`config.mk`:
```
export PLATFORM = sky130hd
export DESIGN_NAME = haptic_torque_regulator
export DESIGN_NICKNAME = d
export VERILOG_FILES = /design/src/hw/rtl/htr_pkg.sv /design/src/hw/rtl/haptic_torque_regulator.sv
export SDC_FILE = /design/constraint.sdc
export NUM_CORES = 2
export LEC_CHECK = 0
export BUFFER_PORTS_ARGS = -buffer_cell sky130_fd_sc_hd__clkbuf_2
export CAP_MARGIN = 10
export CORE_MARGIN = 2
export CORE_UTILIZATION = 70
export CTS_BUF_LIST = sky130_fd_sc_hd__clkbuf_16
export DETAILED_ROUTE_END_ITERATION = 16
export PLACE_DENSITY = 0.95
export SLEW_MARGIN = 20
export SYNTH_ARGS = -nofsm -noshare
export SYNTH_HDL_FRONTEND = slang
export SYNTH_SLANG_ARGS = --single-unit
```
`constraint.sdc`:
```
create_clock -name clk_i -period 18.4 [get_ports clk_i]
set_input_delay 1.84 -clock clk_i [delete_from_list [all_inputs] [get_ports clk_i]]
set_output_delay 1.84 -clock clk_i [all_outputs]
set_load 0.05 [all_outputs]
```
`src/hw/rtl/htr_pkg.sv`:
```
// Package of the haptic torque regulator: register indexes, reset values,
// microcode operations, conditions and the control store. Depends on nothing.
`timescale 1ns / 1ps
package htr_pkg;

  localparam int unsigned CfgIdxW = 3;
  localparam int unsigned CfgDataW = 24;
  localparam int unsigned StepW = 3;

  localparam logic [CfgIdxW-1:0] REG_WALL_ANGLE = 3'd0;
  localparam logic [CfgIdxW-1:0] REG_FAR_ANGLE = 3'd1;
  localparam logic [CfgIdxW-1:0] REG_WALL_TORQUE = 3'd2;
  localparam logic [CfgIdxW-1:0] REG_SETTLE_LIMIT = 3'd3;
  localparam logic [CfgIdxW-1:0] REG_SPAN_RECIP = 3'd4;
  localparam logic [CfgIdxW-1:0] REG_STEP_GAIN = 3'd5;

  localparam logic signed [15:0] RST_WALL_ANGLE = 16'sd720;
  localparam logic signed [15:0] RST_FAR_ANGLE = 16'sd1440;
  localparam logic signed [17:0] RST_WALL_TORQUE = -18'sd32768;
  localparam logic [15:0] RST_SETTLE_LIMIT = 16'd20;
  localparam logic [23:0] RST_SPAN_RECIP = 24'd808541;
  localparam logic [15:0] RST_STEP_GAIN = 16'd328;

  localparam logic signed [17:0] Q_ONE = 18'sd65536;

  localparam logic [1:0] ZONE_GREEN = 2'd0;
  localparam logic [1:0] ZONE_BLUE = 2'd1;
  localparam logic [1:0] ZONE_RED = 2'd2;

  localparam logic [2:0] OP_NOP = 3'd0;
  localparam logic [2:0] OP_LATCH = 3'd1;
  localparam logic [2:0] OP_MUL_MEAS = 3'd2;
  localparam logic [2:0] OP_MUL_GAIN = 3'd3;
  localparam logic [2:0] OP_ACCUM = 3'd4;
  localparam logic [2:0] OP_CALIB = 3'd5;
  localparam logic [2:0] OP_EMIT = 3'd6;

  localparam logic [2:0] CND_NEVER = 3'd0;
  localparam logic [2:0] CND_ALWAYS = 3'd1;
  localparam logic [2:0] CND_NO_INPUT = 3'd2;
  localparam logic [2:0] CND_CALIBRATING = 3'd3;
  localparam logic [2:0] CND_OUT_BUSY = 3'd4;

  typedef struct packed {
    logic [2:0]       op;
    logic [2:0]       cond;
    logic [StepW-1:0] target;
  } htr_ctrl_t;

  function automatic htr_ctrl_t htr_rom(input logic [StepW-1:0] step);
    htr_ctrl_t w;
    unique case (step)
      3'd0:    w = '{op: OP_LATCH, cond: CND_NO_INPUT, target: 3'd0};
      3'd1:    w = '{op: OP_NOP, cond: CND_CALIBRATING, target: 3'd6};
      3'd2:    w = '{op: OP_MUL_MEAS, cond: CND_NEVER, target: 3'd0};
      3'd3:    w = '{op: OP_MUL_GAIN, cond: CND_NEVER, target: 3'd0};
      3'd4:    w = '{op: OP_ACCUM, cond: CND_ALWAYS, target: 3'd7};
      3'd5:    w = '{op: OP_NOP, cond: CND_ALWAYS, target: 3'd0};
      3'd6:    w = '{op: OP_CALIB, cond: CND_NEVER, target: 3'd0};
      default: w = '{op: OP_EMIT, cond: CND_OUT_BUSY, target: 3'd7};
    endcase
    return w;
  endfunction

endpackage

```
`src/hw/rtl/haptic_torque_regulator.sv`:
```
// Haptic torque regulator top level: microcoded sequencer with one shared
// 26 x 17 multiplier, calibration logic and an output register. Uses htr_pkg.
// Steps: latch, then calibrate or multiply twice and accumulate, then emit the result.
// No new transaction is accepted until the previous result is in the output register,
// and the input stalls while a result waits; the control program shares one multiplier.
// Reset: asynchronous, active low; clears state and the program step, reloads configuration.
`timescale 1ns / 1ps
module haptic_torque_regulator import htr_pkg::*; (
  input  logic                       clk_i,
  input  logic                       rst_ni,
  input  logic                       cfg_we_i,
  input  logic [CfgIdxW-1:0]         cfg_index_i,
  input  logic [CfgDataW-1:0]        cfg_data_i,
  input  logic                       in_valid_i,
  output logic                       in_stall_o,
  input  logic signed [15:0]         position_i,
  input  logic signed [15:0]         torque_sample_i,
  output logic                       out_valid_o,
  input  logic                       out_stall_i,
  output logic                       calibrated_o,
  output logic signed [17:0]         duty_o,
  output logic [16:0]                pwm_positive_o,
  output logic [16:0]                pwm_negative_o,
  output logic [1:0]                 zone_o
);

  logic signed [15:0] wall_angle_q, far_angle_q;
  logic signed [17:0] wall_torque_q;
  logic [15:0]        settle_limit_q, step_gain_q;
  logic [23:0]        span_recip_q;

  logic [StepW-1:0]   step_q, step_d;
  htr_ctrl_t          ctrl;
  logic               jump;
  logic               in_accept, out_busy;

  logic               cal_q, cal_d, first_q, first_d;
  logic signed [15:0] prev_q, prev_d, zero_q, zero_d;
  logic signed [17:0] acc_q, acc_d;
  logic signed [15:0] pos_q, sample_q;
  logic signed [42:0] prod_q;
  logic               out_valid_q;

  logic signed [25:0] mul_a, err;
  logic signed [16:0] mul_b, diff_zero, diff_prev;
  logic [16:0]        abs_prev;
  logic signed [42:0] mul_p;
  logic signed [17:0] wall_clamped, desired, acc_next;
  logic signed [27:0] acc_sum;
  logic [1:0]         zone;

  always_ff @(posedge clk_i or negedge rst_ni) begin
    if (!rst_ni) begin
      wall_angle_q   <= RST_WALL_ANGLE;
      far_angle_q    <= RST_FAR_ANGLE;
      wall_torque_q  <= RST_WALL_TORQUE;
      settle_limit_q <= RST_SETTLE_LIMIT;
      span_recip_q   <= RST_SPAN_RECIP;
      step_gain_q    <= RST_STEP_GAIN;
    end else if (cfg_we_i) begin
      unique case (cfg_index_i)
        REG_WALL_ANGLE:   wall_angle_q   <= cfg_data_i[15:0];
        REG_FAR_ANGLE:    far_angle_q    <= cfg_data_i[15:0];
        REG_WALL_TORQUE:  wall_torque_q  <= cfg_data_i[17:0];
        REG_SETTLE_LIMIT: settle_limit_q <= cfg_data_i[15:0];
        REG_SPAN_RECIP:   span_recip_q   <= cfg_data_i[23:0];
        REG_STEP_GAIN:    step_gain_q    <= cfg_data_i[15:0];
        default: ;
      endcase
    end
  end

  assign ctrl       = htr_rom(step_q);
  assign in_stall_o = (step_q != '0);
  assign in_accept  = in_valid_i && !in_stall_o;
  assign out_busy   = out_valid_q && out_stall_i;

  always_comb begin
    unique case (ctrl.cond)
      CND_NEVER:       jump = 1'b0;
      CND_ALWAYS:      jump = 1'b1;
      CND_NO_INPUT:    jump = !in_accept;
      CND_CALIBRATING: jump = !cal_q;
      CND_OUT_BUSY:    jump = out_busy;
      default:         jump = 1'b0;
    endcase
    step_d = jump ? ctrl.target : step_q + StepW'(1);
  end

  assign wall_clamped = (wall_torque_q > Q_ONE) ? Q_ONE :
                        (wall_torque_q < -Q_ONE) ? -Q_ONE : wall_torque_q;
  assign desired      = (pos_q > wall_angle_q) ? wall_clamped : '0;
  assign zone         = (pos_q > far_angle_q) ? ZONE_RED :
                        (pos_q > wall_angle_q) ? ZONE_BLUE : ZONE_GREEN;

  assign diff_zero = 17'(sample_q) - 17'(zero_q);
  assign diff_prev = 17'(sample_q) - 17'(prev_q);
  assign abs_prev  = diff_prev[16] ? 17'(-diff_prev) : 17'(diff_prev);
  assign err       = 26'(desired) - prod_q[41:16];

  always_comb begin
    if (ctrl.op == OP_MUL_GAIN) begin
      mul_a = err;
      mul_b = $signed({1'b0, step_gain_q});
    end else begin
      mul_a = $signed({2'b00, span_recip_q});
      mul_b = diff_zero;
    end
  end

  assign mul_p = 43'(mul_a) * 43'(mul_b);

  assign acc_sum  = 28'(acc_q) + 28'($signed(prod_q[42:16]));
  assign acc_next = (acc_sum > 28'(Q_ONE)) ? Q_ONE :
                    (acc_sum < -28'(Q_ONE)) ? -Q_ONE : acc_sum[17:0];

  always_comb begin
    cal_d   = cal_q;
    first_d = first_q;
    prev_d  = prev_q;
    zero_d  = zero_q;
    acc_d   = acc_q;
    unique case (ctrl.op)
      OP_ACCUM: acc_d = acc_next;
      OP_CALIB: begin
        prev_d = sample_q;
        if (!first_q) begin
          first_d = 1'b1;
        end else if (abs_prev < {1'b0, settle_limit_q}) begin
          zero_d = sample_q;
          cal_d  = 1'b1;
        end
      end
      default: ;
    endcase
  end

  always_ff @(posedge clk_i or negedge rst_ni) begin
    if (!rst_ni) begin
      step_q      <= '0;
      cal_q       <= 1'b0;
      first_q     <= 1'b0;
      prev_q      <= '0;
      zero_q      <= '0;
      acc_q       <= '0;
      out_valid_q <= 1'b0;
    end else begin
      step_q  <= step_d;
      cal_q   <= cal_d;
      first_q <= first_d;
      prev_q  <= prev_d;
      zero_q  <= zero_d;
      acc_q   <= acc_d;
      if (ctrl.op == OP_EMIT && !out_busy) begin
        out_valid_q <= 1'b1;
      end else if (out_valid_q && !out_stall_i) begin
        out_valid_q <= 1'b0;
      end
    end
  end

  always_ff @(posedge clk_i) begin
    if (in_accept) begin
      pos_q    <= position_i;
      sample_q <= torque_sample_i;
    end
    if (ctrl.op == OP_MUL_MEAS || ctrl.op == OP_MUL_GAIN) begin
      prod_q <= mul_p;
    end
    if (ctrl.op == OP_EMIT && !out_busy) begin
      calibrated_o   <= cal_q;
      duty_o         <= acc_q;
      pwm_positive_o <= (acc_q > 18'sd0) ? acc_q[16:0] : '0;
      pwm_negative_o <= (acc_q < 18'sd0) ? 17'(-acc_q) : '0;
      zone_o         <= cal_q ? zone : ZONE_GREEN;
    end
  end

  assign out_valid_o = out_valid_q;

endmodule

```
==> results_dict.tcl <==
set metrics [dict create \
    crit_top_cell "fa_1" \
    drt-initial-drc-count 3096 \
    fin_nets 4247 \
    dp.final_hpwl_um 73900 \
    final.min_clock_period_ns 11.88 \
    r2r.worst_path.cells 41 \
    yosysSeqAreaShare_pct 23.1 \
    maxCapViolCount 0 \
    rsz0062_at_grt "false" \
    hold_path_depth 2 \
    vias 27100 \
    totalWireLength_um 100000 \
    worst-path-buf-inv 5 \
    clkTransAtPathRegs_ns 0.06 \
    root_buffer "clkbuf_16" \
    hp-class "flop to flop" \
    vias_per_cell 6.55 \
    nFillCells 2804 \
    synth-edff-count 114 \
    timing.final.crit_share_pct 64.6 \
    critPathTopFamily "compound AO/OA/AOI/OAI gates" \
    port_buffers 120 \
    synthArstFlopShare_pct 58.7 \
    ys_types 85 \
    drc_errors 0 \
    critPathKind "flop to flop" \
    cp_slowest_cell "nor3_2" \
    finClkSkew_ns 0.0181 \
    status "finished, final reports clean" \
    rrSetupSlack_ns 6.52 \
    cp.arrival_ns 12.26 \
    ios 121 \
    dr.pass1.iters 7 \
    slowest_delay_ns 1.00 \
    h-tree-depth 2 \
    initial_core_util_pct 71.2 \
    syn_inst 3431 \
    numClockSinks 276 \
    die_area_um2 48100 \
    ys_ff_latch 276 \
    synth_warnings 0 \
    fmax_mhz 84.2 \
    cts_setup_buffers 0 \
    worstSkewPairLatency_ns 0.57 \
    syn_to_final_growth_pct 7.67 \
    cts_hold_buffers 0 \
    hold_end "first_q" \
    gp_congestion 1.04 \
    grt_pass1_wl_um 155000 \
    grt_max_degree 72 \
    synthFlopType "dfrtp_1" \
    cts-resized-gates 0 \
    grt_pass1_vias 28400 \
    tightest_slew_ns 1.20 \
    layout_setup_ws_ns 6.52 \
    cts_tree "yes" \
    path_max_fanout 17 \
    antenna_left 0 \
    die_h_um 219 \
    worstSetupStartpointType "flop" \
    slew-limit-headroom_pct 19.5 \
    wl_per_cell_um 24.2 \
    cp.depth 41 \
    synth_area_per_cell_um2 9.46 \
    core_area_um2 45600 \
    tns_ns 0 \
    regToRegStartpoint "wall_angle_q[9]" \
    hold_violations 0 \
    mostFrequentLayoutCell "inv_1" \
    cts_made_buffers 34 \
    r2r_end "prod_q[41]" \
    endpoint_kind "flop" \
    layout_common_cells "inv_1 (636), fa_1 (434), nand2_1 (388)" \
    worstPathRequired_ns 18.78 \
    overflow 0 \
    dp_slack_ns 6.90 \
    num_rows 78 \
    hold_start "first_q" \
    setup_viol 0 \
    slew_viol_final 0 \
    synthesis.area_um2 32500 \
    die_width_um 219 \
    track_usage_pct 43.2 \
    cts.path.max_buffers 3 \
    synthesis.nets 4166 \
    grt_antenna_before_repair 4 \
    drive_gt1_share_pct 11.3 \
]
==> cell families (layout without fill, tap and decap cells) <==
family / after synthesis / after routing / synth area share (%)
adders and majority gates: 671 / 671 / 35.9
AOI/OAI and AO/OA: 500 / 500 / 10.4
xor gates and xnor gates: 115 / 115 / 3.10
other: 0 / 3 / 0
buffers and inverters: 745 / 852 / 8.68
muxes: 144 / 144 / 4.88
and+or+nand+nor: 980 / 980 / 13.9
DFF: 276 / 276 / 23.1
==> worst max-delay path by stage <==
| stage | startpoint | endpoint | slack [ns] |
|---|---|---|---|
| floorplan | pos_q[15] | prod_q[41] | 8.10 |
| global placement | wall_angle_q[9] | prod_q[41] | 7.27 |
| detailed placement | wall_angle_q[9] | prod_q[41] | 6.90 |
| CTS | wall_angle_q[9] | prod_q[41] | 6.80 |
| global route | wall_angle_q[9] | prod_q[41] | 6.00 |
| finish | wall_angle_q[9] | prod_q[41] | 6.52 |
==> cell type report <==
type	instances	area (um2)	share of cell area, %
clock buffers	36	901	2.58
flip-flops and latches	276	7510	21.5
well taps	600	751	2.15
clock inverters	26	255	0.730
inverters	630	2360	6.77
multi-input cells	2410	22200	63.7
diodes	3	7.51	0.0215
repair buffers	160	911	2.61
==> tightest hold or removal path, cell delays in order (launching register included) <==
cell and delay (ns):
dfrtp_1 0.32, inv_1 0.06, nand2_1 0.07
==> cells in the mapped netlist (all sizes together), types with 12 or more instances <==
library cell	n	area share [%]
inv	629	7.3
fa	434	27
nand2	390	4.5
nor2	246	2.9
ha	237	9.1
dfrtp	135	10
o21ai	126	1.9
a21oi	120	2.0
edfxtp	114	11
mux2	113	3.9
clkbuf	109	1.3
xnor2	82	2.2
nor3	58	0.89
and2	53	1.0
nand3	45	0.69
and3	40	0.77
a21o	33	0.76
xor2	33	0.89
mux2i	31	0.96
dfstp	27	2.2
o21a	27	0.62
nor2b	25	0.48
or3	22	0.43
a22o	21	0.57
nand4	21	0.40
nor4	20	0.39
a211oi	19	0.47
o211ai	17	0.39
a31oi	14	0.27
nand2b	13	0.25
a22oi	12	0.28
o21bai	12	0.28
==> metal layers <==
layer	GRT usage [%]	routed length (um)
met1	49.1	32500
met2	68.6	46000
met3	11.5	11600
met4	35.5	10000
met5	0	23
==> through the flow <==
step                utilization [%]  cells  instance area, um2  hold WS, ns
floorplan                         -   3431               32500        0.414
global placement               74.1   4075               33800        0.428
detailed placement             74.1   4075               33800        0.463
CTS                            76.6   4137               34900        0.476
global route                   76.7   4138               34900        0.499
finish                         76.7   4141               34900        0.484
==> registers in the layout, summed over array words and instances, names as in the netlist <==
| name | count |
|---|---|
| cal_q | 1 |
| first_q | 1 |
| calibrated_o | 1 |
| prev_q | 16 |
| wall_torque_q | 18 |
| prod_q | 27 |
| pwm_positive_o | 17 |
| out_valid_o | 1 |
| pwm_negative_o | 17 |
| far_angle_q | 16 |
| zone_o | 2 |
| step_gain_q | 16 |
| acc_q | 18 |
| span_recip_q | 24 |
| duty_o | 18 |
| wall_angle_q | 16 |
| pos_q | 16 |
| sample_q | 16 |
| step_q | 3 |
| settle_limit_q | 16 |
| zero_q | 16 |
Power is left out: the tool's default activity adds up to more than one toggle a clock period on the data nets, which glitch-free logic cannot reach.
